===== src/rtl/csgpic_pkg.sv =====
// Package for the CSG point-in-cell test unit.
// Holds the surface kind, axis, request, parameter index and word codes, the
// controller state, command and status types. Depends on nothing.
`default_nettype none

package csgpic_pkg;

  localparam int unsigned NPARAM = 10;

  localparam logic [2:0] KIND_PLANE     = 3'd0;
  localparam logic [2:0] KIND_SPHERE    = 3'd1;
  localparam logic [2:0] KIND_CYLINDER  = 3'd2;
  localparam logic [2:0] KIND_CYL_TR    = 3'd3;
  localparam logic [2:0] KIND_CUBOID    = 3'd4;
  localparam logic [2:0] KIND_INF_PRISM = 3'd5;

  localparam logic [1:0] AXIS_X = 2'd0;
  localparam logic [1:0] AXIS_Y = 2'd1;
  localparam logic [1:0] AXIS_Z = 2'd2;

  localparam logic REQ_WRITE = 1'b0;
  localparam logic REQ_TEST  = 1'b1;

  localparam logic [3:0] PI_KIND  = 4'd0;
  localparam logic [3:0] PI_AXIS  = 4'd1;
  localparam logic [3:0] PI_WORD0 = 4'd2;
  localparam logic [3:0] PI_WORDN = 4'd11;

  localparam logic [3:0] W_CX  = 4'd0;
  localparam logic [3:0] W_CY  = 4'd1;
  localparam logic [3:0] W_CZ  = 4'd2;
  localparam logic [3:0] W_R   = 4'd3;
  localparam logic [3:0] W_PL1 = 4'd4;
  localparam logic [3:0] W_PL2 = 4'd5;
  localparam logic [3:0] W_PL3 = 4'd6;
  localparam logic [3:0] W_PL4 = 4'd7;
  localparam logic [3:0] W_PL5 = 4'd8;
  localparam logic [3:0] W_PL6 = 4'd9;

  typedef enum logic [1:0] {
    ST_IDLE,
    ST_FETCH,
    ST_DRAIN
  } state_e;

  typedef struct packed {
    logic       write;
    logic       load;
    logic       fetch;
    logic [3:0] word;
    logic       finish;
    logic       report;
  } dp_cmd_t;

  typedef struct packed {
    logic busy;
    logic last;
  } dp_status_t;

endpackage

`default_nettype wire


===== src/rtl/csgpic_ctrl.sv =====
// Controller of the CSG point-in-cell test unit.
// Sequences table writes and the ten word reads of a test, and owns the
// output valid flag. Depends on csgpic_pkg.
`default_nettype none

module csgpic_ctrl (
  input  logic                   clk_i,
  input  logic                   rst_ni,
  input  logic                   in_valid_i,
  output logic                   in_ready_o,
  input  logic                   req_type_i,
  output logic                   out_valid_o,
  input  logic                   out_ready_i,
  output csgpic_pkg::dp_cmd_t    cmd_o,
  input  csgpic_pkg::dp_status_t status_i
);
  import csgpic_pkg::*;

  state_e     state_q, state_d;
  logic [3:0] word_q, word_d;
  logic       out_valid_q, out_valid_d;
  logic       accept;
  logic       slot_free;

  assign accept    = in_valid_i && (state_q == ST_IDLE);
  assign slot_free = !out_valid_q || out_ready_i;

  always_comb begin
    state_d = state_q;
    word_d  = word_q;
    case (state_q)
      ST_IDLE: begin
        if (accept && (req_type_i == REQ_TEST)) begin
          state_d = ST_FETCH;
          word_d  = W_CX;
        end
      end
      ST_FETCH: begin
        if (word_q == W_PL6) begin
          state_d = ST_DRAIN;
        end else begin
          word_d = word_q + 4'd1;
        end
      end
      ST_DRAIN: begin
        if (!status_i.busy && (!status_i.last || slot_free)) begin
          state_d = ST_IDLE;
        end
      end
      default: begin
        state_d = ST_IDLE;
      end
    endcase
  end

  always_comb begin
    cmd_o       = '0;
    cmd_o.word  = word_q;
    in_ready_o  = 1'b0;
    case (state_q)
      ST_IDLE: begin
        in_ready_o  = 1'b1;
        cmd_o.write = accept && (req_type_i == REQ_WRITE);
        cmd_o.load  = accept && (req_type_i == REQ_TEST);
      end
      ST_FETCH: begin
        cmd_o.fetch = 1'b1;
      end
      ST_DRAIN: begin
        if (!status_i.busy && (!status_i.last || slot_free)) begin
          cmd_o.finish = 1'b1;
          cmd_o.report = status_i.last;
        end
      end
      default: begin
        cmd_o = '0;
      end
    endcase
  end

  always_comb begin
    out_valid_d = out_valid_q;
    if (out_ready_i) begin
      out_valid_d = 1'b0;
    end
    if (cmd_o.report) begin
      out_valid_d = 1'b1;
    end
  end

  always_ff @(posedge clk_i or negedge rst_ni) begin
    if (!rst_ni) begin
      state_q     <= ST_IDLE;
      word_q      <= W_CX;
      out_valid_q <= 1'b0;
    end else begin
      state_q     <= state_d;
      word_q      <= word_d;
      out_valid_q <= out_valid_d;
    end
  end

  assign out_valid_o = out_valid_q;

endmodule

`default_nettype wire


===== config.mk =====
export PLATFORM = sky130hd
export DESIGN_NAME = csgpic_ctrl
export DESIGN_NICKNAME = d
export VERILOG_FILES = /design/src/rtl/csgpic_pkg.sv /design/src/rtl/csgpic_ctrl.sv
export SDC_FILE = /design/constraint.sdc
export NUM_CORES = 1
export LEC_CHECK = 0
export BUFFER_PORTS_ARGS = -buffer_cell sky130_fd_sc_hd__buf_2
export CORE_AREA = 3 3 40 42
export DETAILED_ROUTE_END_ITERATION = 8
export DIE_AREA = 0 0 43 45
export PLACE_DENSITY = 0.66
export SLEW_MARGIN = 10
export SYNTH_ARGS = -nofsm -noshare
export SYNTH_HDL_FRONTEND = slang
export SYNTH_SLANG_ARGS = --single-unit

===== constraint.sdc =====
create_clock -name clk_i -period 1.58 [get_ports clk_i]
set_input_delay 0.395 -clock clk_i [delete_from_list [all_inputs] [get_ports clk_i]]
set_output_delay 0.395 -clock clk_i [all_outputs]
set_load 0.005 [all_outputs]

Yosys cells after proc, flatten, opt, wreduce, memory -nomap -nowiden
Cells that the tools add are included.
W data, S select, Z words.
{"block": "classes", "n_mux": 15, "bitwise": 1, "reduce_logical": 15, "eq_ne": 7, "n_addsub": 1}
{"cell": "$mux W2", "count": 6}
{"cell": "$mux W4", "count": 3}
{"cell": "$pmux W4 S2", "count": 1}
{"cell": "$ne A2 B2 Y1 const B", "count": 3}
{"cell": "$pmux W2 S3", "count": 1}
{"cell": "$reduce_and A3 Y1", "count": 2}
{"cell": "$add A4 B1 Y4 const B", "count": 1}
{"cell": "$eq A4 B4 Y1 const B", "count": 1}
{"cell": "$logic_and A1 B1 Y1", "count": 4}
{"cell": "$mux W1", "count": 4}
{"cell": "$reduce_bool A2 Y1", "count": 2}
{"cell": "$logic_not A1 Y1", "count": 3}
{"cell": "$reduce_or A3 Y1", "count": 1}
{"cell": "$eq A2 B1 Y1 const B", "count": 1}
{"cell": "$eq A2 B2 Y1 const B", "count": 1}
{"cell": "$logic_not A2 Y1", "count": 1}
{"cell": "$logic_or A1 B1 Y1", "count": 2}
{"cell": "$ne A2 B1 Y1 const B", "count": 1}
{"cell": "$not A1 Y1", "count": 1}
{"block": "word_totals", "reg_bits": 7, "elab_cells": 42, "output_inout_bits": 11}

Longest topological paths before layout
Gate-level depths: netlist (run 1).
{"block": "logic_depth", "ltp_word": 7, "ltp_mapped": 5, "ltp_nobuf": 5}

Least setup slack after synthesis (run 1)
Ideal clock, no wire load.
{"block": "synth_path", "path_kind": "input -> output", "start": "in status_i[0] (netlist name)", "end": "out cmd_o[0] (netlist name)", "cell_stages": 3, "path_slack_ns": 0.256, "t_arrival_ns": 0.929, "cell_sequence": "and3b_1 > nor4_1 > buf_4"}
{"element": "start: declaration", "line_no": "csgpic_ctrl.sv:15", "source": "input csgpic_pkg::dp_status_t status_i"}
{"element": "end: declaration", "line_no": "csgpic_ctrl.sv:14", "source": "output csgpic_pkg::dp_cmd_t cmd_o,"}

==> summary by stage, run 1 <==
Run status
The flow ran to the end, and the final reports show no timing, DRC or antenna violations.

CTS
The later pin in the worst-skew pair is clocked with a latency of 0.25 ns. The number of levels in the clock H-tree is 1. TritonCTS built the clock tree.

In this run the deepest clock path goes through 2 buffers. The number of sinks on the clock net is 7. The clock transition time at the flip-flop clock pins of the worst setup and hold paths is 0.05 ns. The clock tree root buffer cell is clkbuf_4.

Counting the buffers created by CTS gives 3.

Routing
Wires add up to 922 microns. The detailed-route vias per instance is 4.907. The final routed DRC violation total is 0. The routed wirelength normalized by instance count is 10.72 microns. The first detailed-routing pass ran for 4 iterations. The violation count after the first detailed-routing iteration is 9.

The via total after detailed routing is 422. The post-route antenna net violation count is 0.

Critical path
The reg-to-reg startpoint is word_q[1]. At the worst endpoint, the arrival time is 1.18 ns. The category of the critical setup timing path is flip-flop to output port. The required arrival time at the worst endpoint is 1.18 ns.

Traced cell by cell, the critical path runs through and3b_1, nor4_1, buf_2. The worst setup path is launched from a flip-flop. For this run, the slowest stage of the critical path takes 0.38 ns. Measured in cells, the most critical reg-to-reg path has a length of 5. The minimum setup slack among reg-to-reg paths is 0.40 ns. The cell at the slowest stage of the critical path is dfrtp_1. The reg-to-reg endpoint is word_q[1]. The worst setup path is captured at an output port. In this run the worst path has a maximum fanout of 3.

Synth
The library cell with the largest summed area after synthesis is dfrtp_1. A synthesized cell averages 8.971 sq um. Summed over its instances, the top area cell type makes up 41.54% of the synthesized netlist area.

Summing the areas of all and, or, nand and nor instances in the mapped netlist gives 29.97% of the synthesized area. The share of flip-flops with an asynchronous set or reset after synthesis is 100.0%. Summing the areas of all compound-gate instances in the mapped netlist gives 8.309% of the synthesized area. Sorting the synthesized cells by how often they occur yields 7 x dfrtp_1, 7 x nand2_1, 5 x inv_1. The main combinational cell family by area after synthesis is simple AND/OR/NAND/NOR gates. After Yosys synthesis, XOR and XNOR cells account for 0% of the synthesized area. The count of yosys warnings during synthesis is 0. Counting flops and latches in the post-synthesis netlist gives 7. The number of different library cells in the post-synthesis netlist is 22. In the post-synthesis netlist, the biggest area contributors are dfrtp_1 42%, mux2i_1 7.1%, nand2_1 6.2%.

In the synthesized netlist the dominant register cell turns out to be dfrtp_1. Counting every instance in the synthesized netlist gives 47. The part of the Yosys area used for sequential elements is 41.54%.

The proportion of synthesized area in mux cells is 7.122%. The number of nets in the synthesized netlist is 56. The synthesized netlist devotes 5.935% of its cell area to adder and majority cells.

The number of enable flip-flop cells after synthesis is 0. Summing every instance area after synthesis gives 421.7 sq um.

Worst hold path
The endpoint of the worst hold-timing path is out_valid_o. In this run the worst hold path is classified as primary input to flip-flop. The worst hold path passes through 2 cells. In this run the most critical hold path is launched from out_ready_i.

Die
From left edge to right edge, the die measures 43 microns. The floorplan step defined a die boundary enclosing 1935 sq um. The total area inside the core boundary comes to 1285 sq um. During I/O placement, the number of pins put on the boundary was 18.

The overall die height is 45 microns. The initialized floorplan defines 13 standard-cell rows. The initial utilization of the core area, before any placement, comes to 32.81%.

Place
At the end of routability-driven placement, the weighted congestion stood at 0.6858. The setup slack after placement is 0.1399 ns. The detailed placement HPWL is 718.6 microns. The count of buffers inserted at the top-level ports is 17.

Power
In this run the static leakage power is 0.3197 nW. The clock network accounts for 17.0% of the total power. The analysis attributes to net switching a power of 369.7 uW. The power density over the cells is 1649 nW/um^2. The share of total power dissipated in combinational logic is 48.8%. The switching share of power is 38.62%. The internal portion of the total power is 587.7 uW. The worst-case IR drop observed on VDD is 0.0006086 V.

The part of the total power dissipated in sequential elements is 34.1%.

Layout
Cells fill 45.18% of the core in the end. The filler cells instantiated in the layout total 132. Relative to the synthesized area, the layout overhead comes to 37.69%.

The post-route netlist has 38.03% of its cells at a drive strength greater than 1. The number of antenna repair diodes is 0. The final layout contains 81 nets.

Global route
Global routing consumed, over all layers together, 10.74% of the routing resources. The pin count of the biggest net entering global routing is 8. The wire length of the first global-routing pass is 1.545 mm. The number of antenna violations at the first check in global routing was 0. The total overflow left after global routing is 0. The via count of the first global-routing pass was 402.

Flow run
The number of max-cap violations is 0.

Timing
The final critical-path setup slack is 0.004830 ns. Setup repair after global routing could not meet its margin everywhere. Headroom to the max-slew limit came out at 85.53%. Of the available clock period, the critical path in the final layout requires 99.69%.

The count of pins over their slew limit is 0. Setup violations remaining at the end of the flow were counted as 0. The worst-case clock skew is 0.002097 ns. The actual transition at the worst max-transition pin is 0.2163 ns. The worst path needs 1.575 ns of the cycle, external delays included.

After routing, the total negative slack on setup checks comes to 0 ns. The maximum clock frequency is 0.6349 GHz. The number of endpoints with negative hold slack in the final report is 0.
-- layout by cell type, fill, tap and decap left out --
cell type,synthesis,layout
nand3_1,1,1
nor4_1,1,1
nand3b_1,1,1
ha_1,2,2
inv_2,1,1
and3b_1,1,1
clkbuf_1,0,1
buf_4,1,3
dlygate4sd3_1,0,1
o22ai_1,1,1
nor2_1,3,2
and2_1,3,3
nand2_1,7,7
nand2b_4,1,1
a21oi_1,3,3
buf_2,0,17
inv_1,5,5
nand4bb_1,1,1
nand4_1,1,1
o21ai_0,1,1
mux2i_1,3,3
nand2b_1,1,1
clkbuf_4,0,3
o32ai_1,1,1
dfrtp_1,7,6
dfrtp_2,0,1
nor2_2,0,1
nor3_1,1,1
-- routing by layer --
metal / up-vias / GRT usage (%) / wire length (microns)
met5: - / 0 / 0
met4: 0 / 11.45 / 37
met3: 5 / 1.594 / 68
met2: 17 / 17.07 / 467
met1: 191 / 11.82 / 348
li1: 209 / - / -
-- layout make-up --
class	count	area [sq um]	share of cell area, %
Multi-Input combinational cell	33	219.0	37.72
Sequential cell	7	176.4	30.39
Timing Repair Buffer	21	117.6	20.26
Clock buffer	4	26.28	4.526
Inverter	6	22.52	3.879
Tap cell	15	18.77	3.233
-- registers in the layout, indices dropped and copies added (netlist names) --
name	count
state_q	2
word_q	4
out_valid_o	1
-- cell families after synthesis --
| group | count (synthesis) |
|---|---|
| AND/OR/NAND/NOR | 22 |
| buffers and inverters | 7 |
| flip-flops | 7 |
| AO/OA/AOI/OAI | 6 |
| multiplexers | 3 |
| adder cells (fa/ha/maj) | 2 |
-- what timing repair did --
action	4_1_cts	5_1_grt
buffers inserted	2	0
endpoints found under the setup margin	2	4
gates resized for setup	0	2
hold buffers	1	0
endpoints found under the hold margin	7	0
-- worst max path at each step --
stage	depth (start not counted)	slack (ns)	endpoint	start
6_report	3	0.005	cmd_o[0]	out_valid_o
5_1_grt	3	-0.08	cmd_o[0]	out_valid_o
4_1_cts	3	-0.0005	cmd_o[0]	out_valid_o
3_5_place_dp	4	0.14	cmd_o[0]	status_i[0]
3_3_place_gp	4	0.16	cmd_o[0]	status_i[0]
2_1_floorplan	3	0.26	cmd_o[0]	status_i[0]
-- through the flow --
stage	hold slack [ns]	instances	cell area [sq um]	power, mW
5_1_grt	0.3692	86	580.6	1.053
2_1_floorplan	0.09941	47	421.7	0.5919
3_3_place_gp	0.2411	79	525.5	0.7390
3_5_place_dp	0.2412	79	525.5	0.7505
4_1_cts	0.3455	86	576.8	0.9571
6_report	0.3471	86	580.6	0.9575
-- power by group through the flow --
| stage | combinational, mW | clock [mW] | sequential [mW] |
|---|---|---|---|
| after detailed placement | 0.413 | 0 | 0.337 |
| after global placement | 0.402 | 0 | 0.337 |
| final | 0.467 | 0.163 | 0.327 |
| after floorplan | 0.275 | 0 | 0.317 |
| after CTS | 0.465 | 0.170 | 0.322 |
| after global routing | 0.535 | 0.182 | 0.337 |
-- critical path, delay by kind of cell, from the launching register on --
| kind | cells | cell delay, ns |
|---|---|---|
| and+or+nand+nor | 2 | 0.40 |
| DFF | 1 | 0.38 |
| buffers and inverters | 1 | 0.15 |
(Power assumes the default switching activity.)
==> inputs of run 2 (changes only) <==
- ABC_AREA: not set -> 1
- PLACE_DENSITY: 0.66 -> 0.69
==> run 2 against run 1 <==
Die area did not move. Area after synthesis rose by 10%. Worst setup slack improved by 0.062 ns. Critical endpoint unchanged.
==> summary by stage, run 2 <==
Timing
The worst slew margin relative to its limit is 86.93% (was 85.53%). The count of endpoints failing setup in the final report was 0 (unchanged). The final critical-path setup slack came to 0.06710 ns (was 0.004830 ns). The number of endpoints with negative hold slack in the final report is 0 (unchanged). Unrepaired setup endpoints after global routing: true (unchanged).

The count of pins over their slew limit is 0 (unchanged). The actual transition at the worst max-transition pin came to 0.1961 ns (was 0.2163 ns). The post-route clock period utilization is 95.75% (was 99.69%).

The post-layout minimum cycle time is 1.513 ns (was 1.575 ns). The maximum clock frequency is 0.6610 GHz (was 0.6349 GHz). The worst-case clock skew is 0.002326 ns (was 0.002097 ns).

Die
The die area is 1935 sq um (unchanged). The total I/O pin count is 18 (unchanged). The die extent in x is 43 microns (unchanged).

The placeable core region is 1285 sq um (unchanged). The number of cell rows was 13 (unchanged). The initial standard-cell utilization of the core came to 36.12% (was 32.81%). The overall die height came to 45 microns (unchanged).

Global route
The pin count of the biggest net entering global routing is 8 (unchanged). The met2 layer usage reported by global route is 20.06% (was 17.07%). The via count of the first global-routing pass is 386 (was 402).

The global router's overall resource usage came to 12.08% (was 10.74%). The busiest layer in global routing is met2 (unchanged). The wire length of the first global-routing pass is 1.607 mm (was 1.545 mm). The met3 usage is 5.976% (was 1.594%). The number of antenna violations at the first check in global routing was 0 (unchanged). The fraction of met1 tracks used by global routing came to 12.32% (was 11.82%). The global-route congestion overflow total is 0 (unchanged).

Critical path
The delay of the slowest cell on the worst path is 0.44 ns (was 0.38 ns). The reg-to-reg startpoint is word_q[1] (unchanged). The highest fanout seen on the critical path came to 4 (was 3). Counting stages on the worst path, the most repeated cell is nand2_2. The minimum setup slack among reg-to-reg paths was 0.28 ns (was 0.40 ns). Cell-by-cell listing of the critical path: inv_2, nand2_2, nor2_4, nand2_2, inv_1, buf_2 (was and3b_1, nor4_1, buf_2). The required arrival time at the worst endpoint is 1.18 ns (about the same). The category of the critical setup timing path was flip-flop to output port (unchanged). The endpoint type of the worst setup path was an output port (unchanged). The critical path arrival is 1.12 ns (was 1.18 ns).

The number of cells traversed by the worst register-to-register path is 7 (was 5). The reg-to-reg endpoint is word_q[2] (was word_q[1]). The kind of start point of the critical path is a flip-flop (unchanged). The cell at the slowest stage of the critical path is dfrtp_2 (was dfrtp_1).

Synth
The flip-flop and latch count after synthesis is 7 (unchanged). Leading cell types by count after synthesis: 9 x nand2_1, 8 x inv_1, 7 x dfrtp_1 (was 7 x dfrtp_1, 7 x nand2_1, 5 x inv_1). The synthesized net count is 65 (was 56).

The count of yosys warnings during synthesis is 0 (unchanged). Among all cell types in the netlist, the one instantiated most often is nand2_1. The flip-flop cell with the highest count after synthesis is dfrtp_1 (unchanged). The netlist area before placement was 464.2 sq um (was 421.7 sq um). The number of enable flip-flop cells after synthesis is 0 (unchanged). The area fraction of the dominant cell type after synthesis is 37.74% (was 41.54%). The library cell with the largest summed area after synthesis is dfrtp_1 (unchanged). The number of different library cells in the post-synthesis netlist is 22 (unchanged). The average size of a mapped cell is 8.289 sq um (was 8.971 sq um). The synthesized instance count came to 56 (was 47). Largest cells by area after synthesis: dfrtp_1 38%, nand2_1 7.3%, inv_1 6.5% (was dfrtp_1 42%, mux2i_1 7.1%, nand2_1 6.2%).

The share of flip-flops with an asynchronous set or reset after synthesis is 100.0% (unchanged). The part of the Yosys area used for sequential elements was 37.74% (was 41.54%).

Layout
The filler-free cell count of the finished design is 97 (was 86). The number of flip-flops in the largest register is 4 (unchanged). The largest register by flop count is word_q (unchanged).

The share of final-layout standard cells stronger than drive strength 1 was 53.66% (was 38.03%). The post-route core utilization is 51.70% (was 45.18%). Commonest cells after routing, fill and taps aside: 17 x buf_2, 8 x inv_1, 6 x nand2_1, 6 x buf_4 (was 17 x buf_2, 7 x nand2_1, 6 x dfrtp_1). The layout overhead on the synthesized area is 43.13% (was 37.69%). The total number of nets in the final design came to 92 (was 81). The number of antenna repair diodes was 0 (unchanged). The commonest non-fill, non-tap cell in the layout is buf_2 (unchanged).

Power
The overall power after layout came to 1.118 mW (was 957.5 uW). The peak supply drop is 0.0008305 V (was 0.0006086 V). The power density over the cells is 1683 nW/um^2 (was 1649 nW/um^2).

The standby leakage power is 0.3690 nW (was 0.3197 nW).

Worst hold path
The type of the tightest min-delay check is primary input to flip-flop (unchanged). The endpoint of the worst hold-timing path was out_valid_o (unchanged). The start point of the worst hold path is status_i[0] (was out_ready_i). The count of cells along the worst hold path was 3 (was 2).

Place
The detailed placement HPWL came to 788.9 microns (was 718.6 microns). The setup slack after placement is 0.1113 ns (was 0.1399 ns). The count of buffers inserted at the top-level ports was 17 (unchanged). The total placed cells including tap cells is 87 (was 79). The routability congestion estimate from global placement came to 0.7895 (was 0.6858).

CTS
The number of levels in the clock H-tree is 1 (unchanged). The CTS buffer count was 3 (unchanged). The later-pin clock latency in the skew report came to 0.25 ns (about the same). The maximum buffer depth of the clock tree is 2 (unchanged). The clock transition time at the flip-flop clock pins of the worst setup and hold paths is 0.05 ns (about the same).

The clock tree root buffer cell is clkbuf_4 (unchanged). The clock tree from TritonCTS is done (unchanged). The number of sinks on the clock net came to 7 (unchanged).

Flow run
The number of max-cap violations is 0 (unchanged).

Routing
The overall routed net length was 1.069 mm (was 922 microns). The via total after detailed routing is 450 (was 422). The routed wirelength normalized by instance count is 11.02 microns (was 10.72 microns). The final routed DRC violation total is 0 (unchanged). The detailed-route vias per instance is 4.639 (was 4.907). The violation count after the first detailed-routing iteration is 10 (was 9).

The post-route antenna net violation count is 0 (unchanged). The number of search-and-repair iterations in the first detailed-routing pass is 3 (was 4).

Run status
Result of the run: finished clean (unchanged).
## run 2: cell types whose count changed after synthesis, sizes merged, moves of 2 or more
| cell | delta |
|---|---|
| nand3 | +3 |
| a21oi | +2 |
| mux2i | -3 |
| and2 | -3 |
| nor2 | +4 |
| nand2b | -2 |
| nand2 | +5 |
| inv | +4 |
## run 2: worst max path at each step
stage,from,end,slack (ns),cells after the start
floorplan,state_q[0],cmd_o[0],0.22,6
global route,out_valid_o,cmd_o[0],-0.02,6
finish,state_q[0],cmd_o[0],0.07,6
detailed placement,out_ready_i,cmd_o[0],0.11,8
CTS,state_q[0],cmd_o[0],0.001,6
global placement,out_ready_i,cmd_o[0],0.14,8
## run 2: report_power, final
group	total, mW	internal [mW]	switching [mW]
Combinational	0.630	0.300	0.330
Sequential	0.325	0.247	0.0779
Clock	0.163	0.0964	0.0666
## run 2: cells by family after synthesis
| kind of cell | synth area share, % |
|---|---|
| AND/OR/NAND/NOR | 29.92 |
| flip-flops | 37.74 |
| buffers and inverters | 12.13 |
| AO/OA/AOI/OAI | 12.94 |
| XOR/XNOR | 1.887 |
| adder cells (fa/ha/maj) | 5.390 |
## run 2: routing by layer
| metal | vias up | wire length [microns] |
|---|---|---|
| met1 | 204 | 425 |
| li1 | 229 | - |
| met3 | 5 | 58 |
| met5 | - | 0 |
| met2 | 12 | 563 |
| met4 | 0 | 21 |
## run 2: timing repair
item / 4_1_cts / 5_1_grt
resized for setup: 3 / 7
pin swaps: 0 / 5
setup endpoints to repair: 2 / 3
hold buffers: 1 / 0
cloned: 0 / 0
buffers inserted: 2 / 3
endpoints found under the hold margin: 7 / 0
## run 2: critical path, delay by kind of cell, from the launching register on
kind / cells / cell delay (ns)
flops: 1 / 0.44
buf+inv: 3 / 0.21
simple gates: 3 / 0.21
## run 2: metrics by stage
step                      hold slack, ns   TNS, ns  instance area [sq um]
after floorplan                  0.09941         0                  464.2
after global placement            0.2356         0                  556.8
after detailed placement          0.2441         0                  556.8
after CTS                         0.3817         0                  615.6
after global routing              0.3906  -0.02162                  664.4
final                             0.3706         0                  664.4
## run 2: cell type report
cell class,instances,area [sq um]
Fill cell,121,620.6
Multi-Input combinational cell,37,264.0
Sequential cell,7,177.7
Timing Repair Buffer,24,140.1
Inverter,10,37.54
Clock buffer,4,26.28
Tap cell,15,18.77
